--- src/rtl/uart_baud_divisor_search_top_defines.svh ---
// Assertion macros for the UART baud divisor search block.
// Needs a clock named clk and an active-low reset named arst_n in scope.
`ifndef UART_BAUD_DIVISOR_SEARCH_TOP_DEFINES_SVH
`define UART_BAUD_DIVISOR_SEARCH_TOP_DEFINES_SVH

// Same-cycle implication, disabled during reset.
`define UBDS_ASSERT_NOW(label, ante, cons, msg) \
	label: assert property (@(posedge clk) disable iff (!arst_n) (ante) |-> (cons)) \
		else $error(msg);

// Next-cycle implication, disabled during reset.
`define UBDS_ASSERT_NEXT(label, ante, cons, msg) \
	label: assert property (@(posedge clk) disable iff (!arst_n) (ante) |=> (cons)) \
		else $error(msg);

`endif

--- src/rtl/ubds_pkg.sv ---
// Package for the UART baud divisor search block: field widths, register
// indexes, reset values and search defaults. No dependencies.
`timescale 1ns / 1ps
`default_nettype none

package ubds_pkg;

	localparam int CLK_W      = 30;
	localparam int RATE_W     = 24;
	localparam int SDIV_W     = 28;
	localparam int BDIV_W     = 8;
	localparam int CFG_IDX_W  = 1;
	localparam int CFG_DATA_W = 30;

	localparam logic [CLK_W-1:0] REF_CLOCK_RESET = CLK_W'(100000000);

	localparam int DEF_MIN_BIT_DIVISOR       = 4;
	localparam int DEF_MAX_BIT_DIVISOR_LIMIT = 255;
	localparam int DEF_MAX_ERROR_PERCENT     = 3;

	// Percent scale of the error check.
	localparam int ERR_SCALE = 100;

	typedef enum logic [CFG_IDX_W-1:0] {
		REG_REF_CLOCK    = 1'b0,
		REG_DIV_BY_EIGHT = 1'b1
	} cfg_reg_t;

endpackage

`default_nettype wire

--- src/rtl/uart_baud_divisor_search_top.sv ---
// Top level of the UART baud divisor search: sequencer, shared multiplier
// and shared restoring divider. Depends on ubds_pkg and the defines header.
`timescale 1ns / 1ps
`default_nettype none
`include "uart_baud_divisor_search_top_defines.svh"

// Give a requested bit rate on bit_rate and pulse start while busy is low;
// the block searches every bit divisor b in [MIN_BIT_DIVISOR,
// MAX_BIT_DIVISOR_LIMIT) for the sample divisor s = clk / (rate * (b + 1)),
// keeps the first pair with the smallest error between the requested and the
// achieved rate, and reports it on sample_divisor / bit_divisor / rate_ok,
// marked by done, high for exactly one cycle. The receiver cannot stall:
// sample the word in the cycle done is high; it stays on the outputs until
// another result replaces it. The UART clock is the REG_REF_CLOCK value,
// divided by 8 when REG_DIV_BY_EIGHT is set. Requests above twice that
// clock, a zero rate or an error above MAX_ERROR_PERCENT give all zeros with
// rate_ok low. Each candidate takes a multiply and a restoring division for
// s, a second pair for the achieved rate unless s is zero, and an update
// step; final multiply and compare steps check the error. A request rejected
// up front is answered from idle with no search. The 30-step divider gives
// one quotient bit per cycle. Busy stays high for the whole search. Write
// the configuration registers only while the block is idle.
module uart_baud_divisor_search_top #(
	parameter int MIN_BIT_DIVISOR       = ubds_pkg::DEF_MIN_BIT_DIVISOR,
	parameter int MAX_BIT_DIVISOR_LIMIT = ubds_pkg::DEF_MAX_BIT_DIVISOR_LIMIT,
	parameter int MAX_ERROR_PERCENT     = ubds_pkg::DEF_MAX_ERROR_PERCENT
) (
	input  wire logic                            clk,
	input  wire logic                            arst_n,
	// configuration write port
	input  wire logic                            cfg_write,
	input  wire logic [ubds_pkg::CFG_IDX_W-1:0]  cfg_index,
	input  wire logic [ubds_pkg::CFG_DATA_W-1:0] cfg_data,
	// request
	input  wire logic                            start,
	output logic                                 busy,
	input  wire logic [ubds_pkg::RATE_W-1:0]     bit_rate,
	// result
	output logic                                 done,
	output logic [ubds_pkg::SDIV_W-1:0]          sample_divisor,
	output logic [ubds_pkg::BDIV_W-1:0]          bit_divisor,
	output logic                                 rate_ok
);
	import ubds_pkg::*;

	// Bit divisor counter holds up to MAX_BIT_DIVISOR_LIMIT (b + 1 at most).
	localparam int BCW = $clog2(MAX_BIT_DIVISOR_LIMIT + 1);
	localparam int PCW = $clog2(MAX_ERROR_PERCENT + 2);
	localparam int SCW = $clog2(ERR_SCALE + 1);
	localparam int MUL_BW_0 = (BCW > PCW) ? BCW : PCW;
	localparam int MUL_BW = (MUL_BW_0 > SCW) ? MUL_BW_0 : SCW;
	localparam int PROD_W = CLK_W + MUL_BW;
	localparam int CNT_W = $clog2(CLK_W);

	localparam logic [BCW-1:0] B_FIRST = BCW'(MIN_BIT_DIVISOR);
	localparam logic [BCW-1:0] B_LAST = BCW'(MAX_BIT_DIVISOR_LIMIT - 1);
	localparam logic [MUL_BW-1:0] PCT_LIMIT = MUL_BW'(MAX_ERROR_PERCENT + 1);
	localparam logic [MUL_BW-1:0] PCT_SCALE = MUL_BW'(ERR_SCALE);
	localparam logic [CNT_W-1:0] DIV_LAST_STEP = CNT_W'(CLK_W - 1);
	localparam bit NO_RANGE = (MIN_BIT_DIVISOR >= MAX_BIT_DIVISOR_LIMIT);

	typedef enum logic [3:0] {
		ST_IDLE,
		ST_MUL_S,
		ST_DIV_S,
		ST_MUL_A,
		ST_DIV_A,
		ST_UPDATE,
		ST_CHK_R,
		ST_CHK_E,
		ST_CHK_C
	} state_t;

	// configuration registers
	logic [CLK_W-1:0] ref_clock_q;
	logic             div_by_eight_q;

	always_ff @(posedge clk or negedge arst_n) begin
		if (!arst_n) begin
			ref_clock_q    <= REF_CLOCK_RESET;
			div_by_eight_q <= 1'b0;
		end else if (cfg_write) begin
			unique case (cfg_index)
				REG_REF_CLOCK:    ref_clock_q    <= cfg_data;
				REG_DIV_BY_EIGHT: div_by_eight_q <= cfg_data[0];
			endcase
		end
	end

	state_t              state_q;
	logic [CLK_W-1:0]    clk_q;        // UART clock, latched at start
	logic [RATE_W-1:0]   rate_q;
	logic [BCW-1:0]      b_q;
	logic [PROD_W-1:0]   mul_q;        // product register, also the divisor
	logic [PROD_W-1:0]   thr_q;        // rate * (percent + 1) for the final check
	logic [CLK_W-1:0]    q_q;          // dividend shifting out, quotient in
	logic [CLK_W-1:0]    rem_q;
	logic [CNT_W-1:0]    cnt_q;
	logic [CLK_W-1:0]    s_q;
	logic                found_q;
	logic [CLK_W-1:0]    best_err_q;
	logic [CLK_W-1:0]    best_s_q;
	logic [BCW-1:0]      best_b_q;
	logic                done_q;
	logic [SDIV_W-1:0]   sample_divisor_q;
	logic [BDIV_W-1:0]   bit_divisor_q;
	logic                rate_ok_q;

	// UART clock as configured now, for the up-front reject
	logic [CLK_W-1:0] clk_now;
	logic             early_fail;
	assign clk_now = div_by_eight_q ? (ref_clock_q >> 3) : ref_clock_q;
	assign early_fail = (bit_rate == '0) || (CLK_W'(bit_rate >> 1) > clk_now) || NO_RANGE;

	logic [BCW-1:0] b_plus1;
	logic           last_b;
	assign b_plus1 = b_q + 1'b1;
	assign last_b = (b_q == B_LAST);

	// shared multiplier operand select
	logic [CLK_W-1:0]  mul_a;
	logic [MUL_BW-1:0] mul_b;
	always_comb begin
		mul_a = CLK_W'(rate_q);
		mul_b = MUL_BW'(b_plus1);
		case (state_q)
			ST_MUL_A: begin
				mul_a = q_q;
			end
			ST_CHK_R: begin
				mul_b = PCT_LIMIT;
			end
			ST_CHK_E: begin
				mul_a = best_err_q;
				mul_b = PCT_SCALE;
			end
			default: ;
		endcase
	end

	// shared restoring divider step: dividend clk_q, divisor mul_q
	logic [CLK_W:0]   trial;
	logic             div_ge;
	logic [CLK_W-1:0] rem_next;
	assign trial = {rem_q, q_q[CLK_W-1]};
	assign div_ge = PROD_W'(trial) >= mul_q;
	assign rem_next = div_ge ? CLK_W'(trial - mul_q[CLK_W:0]) : trial[CLK_W-1:0];

	// error of the achieved rate (quotient of the second division)
	logic [CLK_W-1:0] rate_ext;
	logic [CLK_W-1:0] err;
	assign rate_ext = CLK_W'(rate_q);
	assign err = (rate_ext > q_q) ? (rate_ext - q_q) : (q_q - rate_ext);

	always_ff @(posedge clk or negedge arst_n) begin
		if (!arst_n) begin
			state_q   <= ST_IDLE;
			done_q    <= 1'b0;
			found_q   <= 1'b0;
			rate_ok_q <= 1'b0;
		end else begin
			done_q <= 1'b0;
			unique case (state_q)
				ST_IDLE: begin
					if (start) begin
						clk_q   <= clk_now;
						rate_q  <= bit_rate;
						b_q     <= B_FIRST;
						found_q <= 1'b0;
						if (early_fail) begin
							// reject up front: zeros next cycle, stay idle
							done_q           <= 1'b1;
							sample_divisor_q <= '0;
							bit_divisor_q    <= '0;
							rate_ok_q        <= 1'b0;
						end else begin
							state_q <= ST_MUL_S;
						end
					end
				end
				ST_MUL_S: begin
					// rate * (b + 1), then divide the clock by it
					mul_q   <= PROD_W'(mul_a) * PROD_W'(mul_b);
					q_q     <= clk_q;
					rem_q   <= '0;
					cnt_q   <= DIV_LAST_STEP;
					state_q <= ST_DIV_S;
				end
				ST_DIV_S: begin
					q_q   <= {q_q[CLK_W-2:0], div_ge};
					rem_q <= rem_next;
					cnt_q <= cnt_q - 1'b1;
					if (cnt_q == '0) begin
						state_q <= ST_MUL_A;
					end
				end
				ST_MUL_A: begin
					s_q <= q_q;
					if (q_q == '0) begin
						// skip a zero sample divisor
						if (last_b) begin
							state_q <= ST_CHK_R;
						end else begin
							b_q     <= b_plus1;
							state_q <= ST_MUL_S;
						end
					end else begin
						mul_q   <= PROD_W'(mul_a) * PROD_W'(mul_b);
						q_q     <= clk_q;
						rem_q   <= '0;
						cnt_q   <= DIV_LAST_STEP;
						state_q <= ST_DIV_A;
					end
				end
				ST_DIV_A: begin
					q_q   <= {q_q[CLK_W-2:0], div_ge};
					rem_q <= rem_next;
					cnt_q <= cnt_q - 1'b1;
					if (cnt_q == '0) begin
						state_q <= ST_UPDATE;
					end
				end
				ST_UPDATE: begin
					// keep the first strictly smallest error
					if (!found_q || (err < best_err_q)) begin
						found_q    <= 1'b1;
						best_err_q <= err;
						best_s_q   <= s_q;
						best_b_q   <= b_q;
					end
					if (last_b) begin
						state_q <= ST_CHK_R;
					end else begin
						b_q     <= b_plus1;
						state_q <= ST_MUL_S;
					end
				end
				ST_CHK_R: begin
					mul_q   <= PROD_W'(mul_a) * PROD_W'(mul_b);
					state_q <= ST_CHK_E;
				end
				ST_CHK_E: begin
					thr_q   <= mul_q;
					mul_q   <= PROD_W'(mul_a) * PROD_W'(mul_b);
					state_q <= ST_CHK_C;
				end
				ST_CHK_C: begin
					// err*100/rate <= pct  is  err*100 < rate*(pct+1)
					done_q  <= 1'b1;
					state_q <= ST_IDLE;
					if (found_q && (mul_q < thr_q)) begin
						sample_divisor_q <= best_s_q[SDIV_W-1:0];
						bit_divisor_q    <= BDIV_W'(best_b_q);
						rate_ok_q        <= 1'b1;
					end else begin
						sample_divisor_q <= '0;
						bit_divisor_q    <= '0;
						rate_ok_q        <= 1'b0;
					end
				end
			endcase
		end
	end

	assign busy           = (state_q != ST_IDLE);
	assign done           = done_q;
	assign sample_divisor = sample_divisor_q;
	assign bit_divisor    = bit_divisor_q;
	assign rate_ok        = rate_ok_q;

	`UBDS_ASSERT_NEXT(a_start_moves, start && !busy, busy || done,
		"accepted request neither started a search nor answered")
	`UBDS_ASSERT_NOW(a_done_idle, done, !busy, "result strobe while still searching")
	`UBDS_ASSERT_NOW(a_fail_zero, done && !rate_ok,
		(sample_divisor == '0) && (bit_divisor == '0), "failed request with nonzero divisors")
	`UBDS_ASSERT_NOW(a_bdiv_range, done && rate_ok,
		(32'(bit_divisor) >= 32'(MIN_BIT_DIVISOR)) &&
		(32'(bit_divisor) < 32'(MAX_BIT_DIVISOR_LIMIT)),
		"bit divisor outside the search range")

endmodule

`default_nettype wire

--- config.mk ---
export PLATFORM = sky130hd
export DESIGN_NAME = uart_baud_divisor_search_top
export DESIGN_NICKNAME = d
export VERILOG_FILES = /design/src/rtl/ubds_pkg.sv /design/src/rtl/uart_baud_divisor_search_top.sv
export VERILOG_INCLUDE_DIRS = /design/src /design/src/rtl
export SDC_FILE = /design/constraint.sdc
export NUM_CORES = 1
export LEC_CHECK = 0
export BUFFER_PORTS_ARGS = -buffer_cell sky130_fd_sc_hd__buf_4
export CAP_MARGIN = 25
export CORE_MARGIN = 3
export CORE_UTILIZATION = 26
export DETAILED_ROUTE_END_ITERATION = 12
export HOLD_SLACK_MARGIN = 0.02
export PLACE_DENSITY = 0.45
export RECOVER_POWER = 50
export REMOVE_ABC_BUFFERS = 1
export SLEW_MARGIN = 20
export SYNTH_ARGS = -nofsm -noshare
export SYNTH_HDL_FRONTEND = slang
export SYNTH_SLANG_ARGS = --single-unit
--- constraint.sdc ---
create_clock -name clk -period 13.3 [get_ports clk]
set_input_delay 1.995 -clock clk [delete_from_list [all_inputs] [get_ports clk]]
set_output_delay 1.995 -clock clk [all_outputs]
set_load 0.02 [all_outputs]
==> results of run 1 <==
[metal layers]
layer,track usage,part of all wire,vias to the layer above
li1,-,-,9591
met1,0.193,0.47,9472
met2,0.220,0.44,444
met3,0.0325,0.070,89
met4,0.0346,0.021,2
met5,0,0.00010,-
[registers in the layout (all words and copies together) (netlist names), 24 cells and up]
signal / cells
best_s_q: 28
mul_q: 38
ref_clock_q: 30
sample_divisor: 28
rate_q: 24
s_q: 28
thr_q: 38
q_q: 30
rem_q: 30
clk_q: 30
best_err_q: 30
[worst min path at each step]
stage	start	endpoint	slack, ps	cells after the start
4_1_cts	s_q[5]	best_s_q[5]	420	0
3_5_place_dp	s_q[25]	best_s_q[25]	400	0
5_1_grt	s_q[5]	best_s_q[5]	420	0
3_3_place_gp	s_q[26]	best_s_q[26]	400	0
6_report	s_q[5]	best_s_q[5]	420	0
2_1_floorplan	s_q[0]	best_s_q[0]	400	0
[final cells by class]
cell class | count | share of cell area
diodes | 2 | 0.000157
clock buffers | 61 | 0.0391
clock inverters | 24 | 0.0117
inverters | 387 | 0.0455
multi-input cells | 1887 | 0.481
flip-flops and latches | 371 | 0.343
well taps | 1403 | 0.0549
repair buffers | 130 | 0.0249
[Yosys cell counts, types with 10 or more instances]
cell,count,share of area
a211oi_1,22,0.0059
a21o_1,79,0.021
a21oi_1,165,0.029
a221oi_1,10,0.0031
a31oi_1,22,0.0049
and2_1,49,0.011
and3_1,15,0.0033
clkbuf_1,77,0.010
dfrtp_1,26,0.023
dfstp_2,12,0.011
edfxtp_1,333,0.36
fa_1,171,0.12
ha_1,229,0.10
inv_1,387,0.052
mux2_2,38,0.015
mux2i_1,75,0.027
nand2_1,155,0.021
nand2b_1,49,0.011
nand3_1,30,0.0053
nand4_1,29,0.0065
nor2_1,310,0.041
nor2b_1,30,0.0067
nor3_1,24,0.0043
nor4_1,15,0.0033
o21a_1,21,0.0056
o21ai_0,96,0.017
o21bai_1,16,0.0043
or2_2,14,0.0031
or3_1,10,0.0022
xnor2_1,63,0.020
xor2_1,28,0.0087
[metrics by stage]
step           instance area [µm²]  hold WS [ps]
6_report                     32000           416
3_3_place_gp                 30500           402
5_1_grt                      32000           422
3_5_place_dp                 30500           405
2_1_floorplan                27700           400
4_1_cts                      32200           416
[kinds of logic after synthesis]
group	count (synthesis)
flip-flops	371
XOR/XNOR	91
buffers and inverters	485
AO/OA/AOI/OAI	525
adder cells (fa/ha/maj)	400
AND/OR/NAND/NOR	757
multiplexers	114
[critical path, stage by stage, from the launching register on]
cell and delay (ps):
dfrtp_2 340, clkbuf_1 1530, nand2_1 340, nor2_1 740, nor2_1 290, nor2_1 540, buf_4 350, nor2_1 100
fa_1 500, fa_1 520, fa_1 550, inv_1 60, fa_1 520, inv_1 40, ha_1 350, a21o_1 190
or3_1 300, o21ai_1 210, o21bai_1 130, a211o_1 380, a41o_1 230, o41ai_2 470, o21bai_1 160, xor2_1 170
[cells in the final DEF (no fill, tap or decap), drive strengths merged, types with 75 or more instances in the layout]
| cell | netlist | layout |
|---|---|---|
| a21o | 79 | 79 |
| a21oi | 165 | 165 |
| buf | 21 | 76 |
| clkbuf | 77 | 115 |
| edfxtp | 333 | 333 |
| fa | 171 | 171 |
| ha | 229 | 229 |
| inv | 387 | 388 |
| mux2i | 75 | 75 |
| nand2 | 156 | 156 |
| nor2 | 310 | 310 |
| o21ai | 101 | 101 |
==> metrics.yaml, run 1 <==
timing:
  layout_min_cycle_time_ps: 9350
  worst_slew_pin_slew_ps: 4120
  rsz0062_at_grt: "no"
  tns_ps: 0
  worst_clock_skew_ps: 79.4
  fmax_mhz: 107
  setup_viol: 0
  slew_headroom: -1.75
  setup_ws_ps: 3950
  slew_violations: 353
  fin_crit_sh: 0.703
  hold_viol_final: 0
setup_path:
  timing.critical_path.required_ps: 13640
  r2r_cells: 23
  worstReg2RegStart: "state_q[2]"
  r2r_slack_ps: 3950
  cp-endpoint: "mul_q[31]"
  critPathLaunchType: "flop"
  r2r_end: "mul_q[31]"
  cp-startpoint: "state_q[2]"
  endpoint_kind: "flop"
  crit_type: "reg2reg"
  critPathMaxFanout: 35
  worstPathArrival_ps: 9690
floorplan:
  core.rowCount: 120
  die_y_um: 335
  chipWidth_um: 335
  core_area_um2: 107000
  initial_core_util: 0.262
  dieArea_um2: 112000
  io_pins: 98
status:
  outcome: "complete, but fails checks"
  violations: "max-capacitance violations, max-slew violations"
finish:
  instances_no_fill: 4265
  register_area_um2: 11000
  area_delta_synth_final_pct: 13.7
  fill_cells: 11300
  nNetsFinal: 3282
  multiInputGateArea_um2: 15400
  layout-drive-gt1-share: 0.0825
  utilization: 0.298
synthesis:
  synth_cells: 2743
  synth_mux_area_frac: 0.0424
  synth.distinct_cells: 80
  synth_area_per_cell_um2: 10.3
  yosys_warnings: 0
  ys_ff_latch: 371
  synth-compound-area-share: 0.123
  synth_edf_count: 333
  netlist_area_um2: 28100
  ys_async_sr_fraction: 0.102
  synthFlopType: "edfxtp_1"
  synth_adder_area_share: 0.224
  yosys.area_share.xor_xnor: 0.0283
  ys_seq_area_frac: 0.390
  yosys.area_share.simple: 0.127
  synth_top_family_by_area: "adder cells"
cts:
  cts_root_buf: "clkbuf_16"
  hold_buffers: 0
  cts_resized: 0
  clk_pin_slew_ps: 60
  clock_latency_ps: 640
  cts_buffers: 46
  cts.sinks: 371
  cts_setup_buffers: 0
  cts_buffer_depth: 3
  tritoncts: "built"
  h-tree-depth: 2
placement:
  gp_congestion: 0.871
  dpl.hpwl_mm: 60.9
  port_buffers: 97
  post-place-ws_ps: 5320
  placedCellCount: 4176
detailed_routing:
  first_pass_iters: 5
  num_vias: 19600
  drc: 0
  final_antenna_net_count: 0
  drt_iter0_markers: 1210
  via_per_inst: 4.60
  routed_wl_mm: 77.9
  avgRoutedWirePerCell_um: 18.3
global_route:
  first_global_vias: 20300
  grt_start_max_net_pins: 84
  antenna_found_initial: 3
  grt_pass1_wl_mm: 122
  grtUsageTotal: 0.140
  gr-total-overflow: 0
min_path:
  hold_path.class: "reg2reg"
job:
  max-cap-violations: 9
Power of run 1 is not shown: default switching activity piles up to over one toggle a cycle in this logic, so the estimate is an artifact.
==> run 2, diff against run 1 <==
==> constraint.sdc (replaced) <==
create_clock -name clk -period 9.2 [get_ports clk]
set_input_delay 1.38 -clock clk [delete_from_list [all_inputs] [get_ports clk]]
set_output_delay 1.38 -clock clk [all_outputs]
set_load 0.02 [all_outputs]
==> run 2 against run 1 <==
Effect of this change: the run still ends with max-capacitance violations, max-slew violations left; final area fell by 0.74%; fmax rose by 19%; hold slack gained 2.6 ps; utilization is 0.22 points lower; register-to-register slack lost 2600 ps; sequential share of layout area is 0.26 points higher; global-route usage barely moved; count of clock-buffer cells in the layout decreased by 4; first-iteration DRC count grew 18%; final cell count is 0.28% lower; die area unchanged; flip-flop and latch count unchanged.
==> metrics.yaml, run 2 (synthesis gave the netlist of run 1 again) <==
floorplan:
  die_y_um: 335
  core_area_um2: 107000
  dieArea_um2: 112000
  io_pins: 98
  chipWidth_um: 335
  initial_core_util: 0.262
  core.rowCount: 120
cts:
  clk_pin_slew_ps: 60
  h-tree-depth: 2
  hold_buffers: 0
  cts_setup_buffers: 0
  cts_resized: 0
  tritoncts: "built"
  cts_buffer_depth: 3
  cts.sinks: 371
  cts_root_buf: "clkbuf_16"
  cts_buffers: 44
  clock_latency_ps: 620
global_route:
  grtUsageTotal: 0.140
  grt_pass1_wl_mm: 122
  antenna_found_initial: 8
  grt_start_max_net_pins: 84
  first_global_vias: 20300
  gr-total-overflow: 0
placement:
  dpl.hpwl_mm: 61.2
  placedCellCount: 4168
  gp_congestion: 0.859
  port_buffers: 97
  place_area_um2: 30500
status:
  violations: "max-capacitance violations, max-slew violations"
  outcome: "complete, but fails checks"
setup_path:
  path_cells: "nand2_1 -> nor2_1 -> nor2_1 -> nor2_1 -> buf_4 -> nor2_1 -> fa_1 -> fa_1 -> fa_1 -> inv_1 -> fa_1 -> inv_1 -> ha_1 -> a21o_1 -> or3_1 -> o21ai_1 -> o21bai_1 -> a211o_1 -> a41o_1 -> o41ai_2 -> o21bai_1 -> xor2_1"
  crit_family: "adder cells"
  endpoint_kind: "flop"
  crit_buf_inv: 3
  slowest_stage: "dfrtp_2"
  critPathLaunchType: "flop"
  timing.critical_path.required_ps: 9520
  crit_type: "reg2reg"
  worstPathArrival_ps: 8160
  critPathMaxFanout: 35
  cpPeakStageDelay_ps: 970
finish:
  final_cell_mix: "387 x inv_1, 333 x edfxtp_1, 307 x nor2_1"
  fill_cells: 11300
  utilization: 0.296
  layout-drive-gt1-share: 0.0737
  instances_no_fill: 4253
  layout_commonest_cell: "inv_1"
  nNetsFinal: 3273
  area_delta_synth_final_pct: 12.8
  reg_top3: "mul_q: 38 flops, thr_q: 38 flops"
  final_cell_area_um2: 31700
timing:
  rsz0062_at_grt: "no"
  worst_clock_skew_ps: 51.7
  hold_viol_final: 0
  setup_viol: 0
  worst_slew_pin_slew_ps: 3020
  slew_headroom: -1.01
  slew_violations: 219
  fin_crit_sh: 0.853
  layout_min_cycle_time_ps: 7850
  tns_ps: 0
  fmax_mhz: 127
detailed_routing:
  drc: 0
  via_per_inst: 4.62
  num_vias: 19600
  avgRoutedWirePerCell_um: 18.4
  final_antenna_net_count: 0
  first_pass_iters: 5
  drt_iter0_markers: 1429
  routed_wl_mm: 78.4
job:
  max-cap-violations: 6
min_path:
  hold_path.class: "reg2reg"
==> run 2: changes by cell type in the layout (fill, tap and decap cells not counted), moves of 2 or more <==
cell,previous run,this run
buf_4,75,48
clkbuf_1,65,83
clkbuf_16,47,44
clkinvlp_4,0,3
bufinv_16,7,5
clkinv_1,4,2
==> run 2: worst reg2reg max path, stage by stage (launching register included) <==
cell      delay, ps
dfrtp_2         970
nand2_1         250
nor2_1          710
nor2_1          320
nor2_1          210
buf_4           220
nor2_1           90
fa_1            540
fa_1            520
fa_1            550
inv_1            60
fa_1            530
inv_1            40
ha_1            350
a21o_1          190
or3_1           300
o21ai_1         220
o21bai_1        130
a211o_1         370
a41o_1          240
o41ai_2         440
o21bai_1        150
xor2_1          160
==> run 2: layout make-up <==
type / count / area [µm²] / area share
multi-input cells: 1887 / 15400 / 0.484
flip-flops and latches: 371 / 11000 / 0.346
well taps: 1403 / 1760 / 0.0553
inverters: 387 / 1450 / 0.0458
clock buffers: 57 / 1160 / 0.0366
repair buffers: 123 / 689 / 0.0217
clock inverters: 24 / 333 / 0.0105
diodes: 1 / 2.50 / 0.0000789
==> run 2: final timing paths <==
path                             from         endpoint  slack [ps]  cells past startpoint
hold / removal                 s_q[5]      best_s_q[5]         420                      0
hold reg to reg                s_q[5]      best_s_q[5]         420                      0
setup reg to reg           state_q[2]        mul_q[31]        1350                     22
min in group asynchronous      arst_n       state_q[2]        1080                      1
max in group asynchronous      arst_n  ref_clock_q[27]        5710                      2
setup / recovery           state_q[2]        mul_q[31]        1350                     22
==> run 2: per-stage QoR <==
stage	hold slack (ps)	setup slack, ps
after floorplan	400	-3300
after global placement	400	1530
after detailed placement	405	1360
after CTS	417	1290
after global routing	426	844
final	418	1350
==> run 2: per-layer routing <==
layer,routed length (µm),track usage
met5,0,0
met4,1470,0.0296
met3,3360,0.0194
met2,34800,0.221
met1,38700,0.203
Power of run 2 is left out for the same reason.
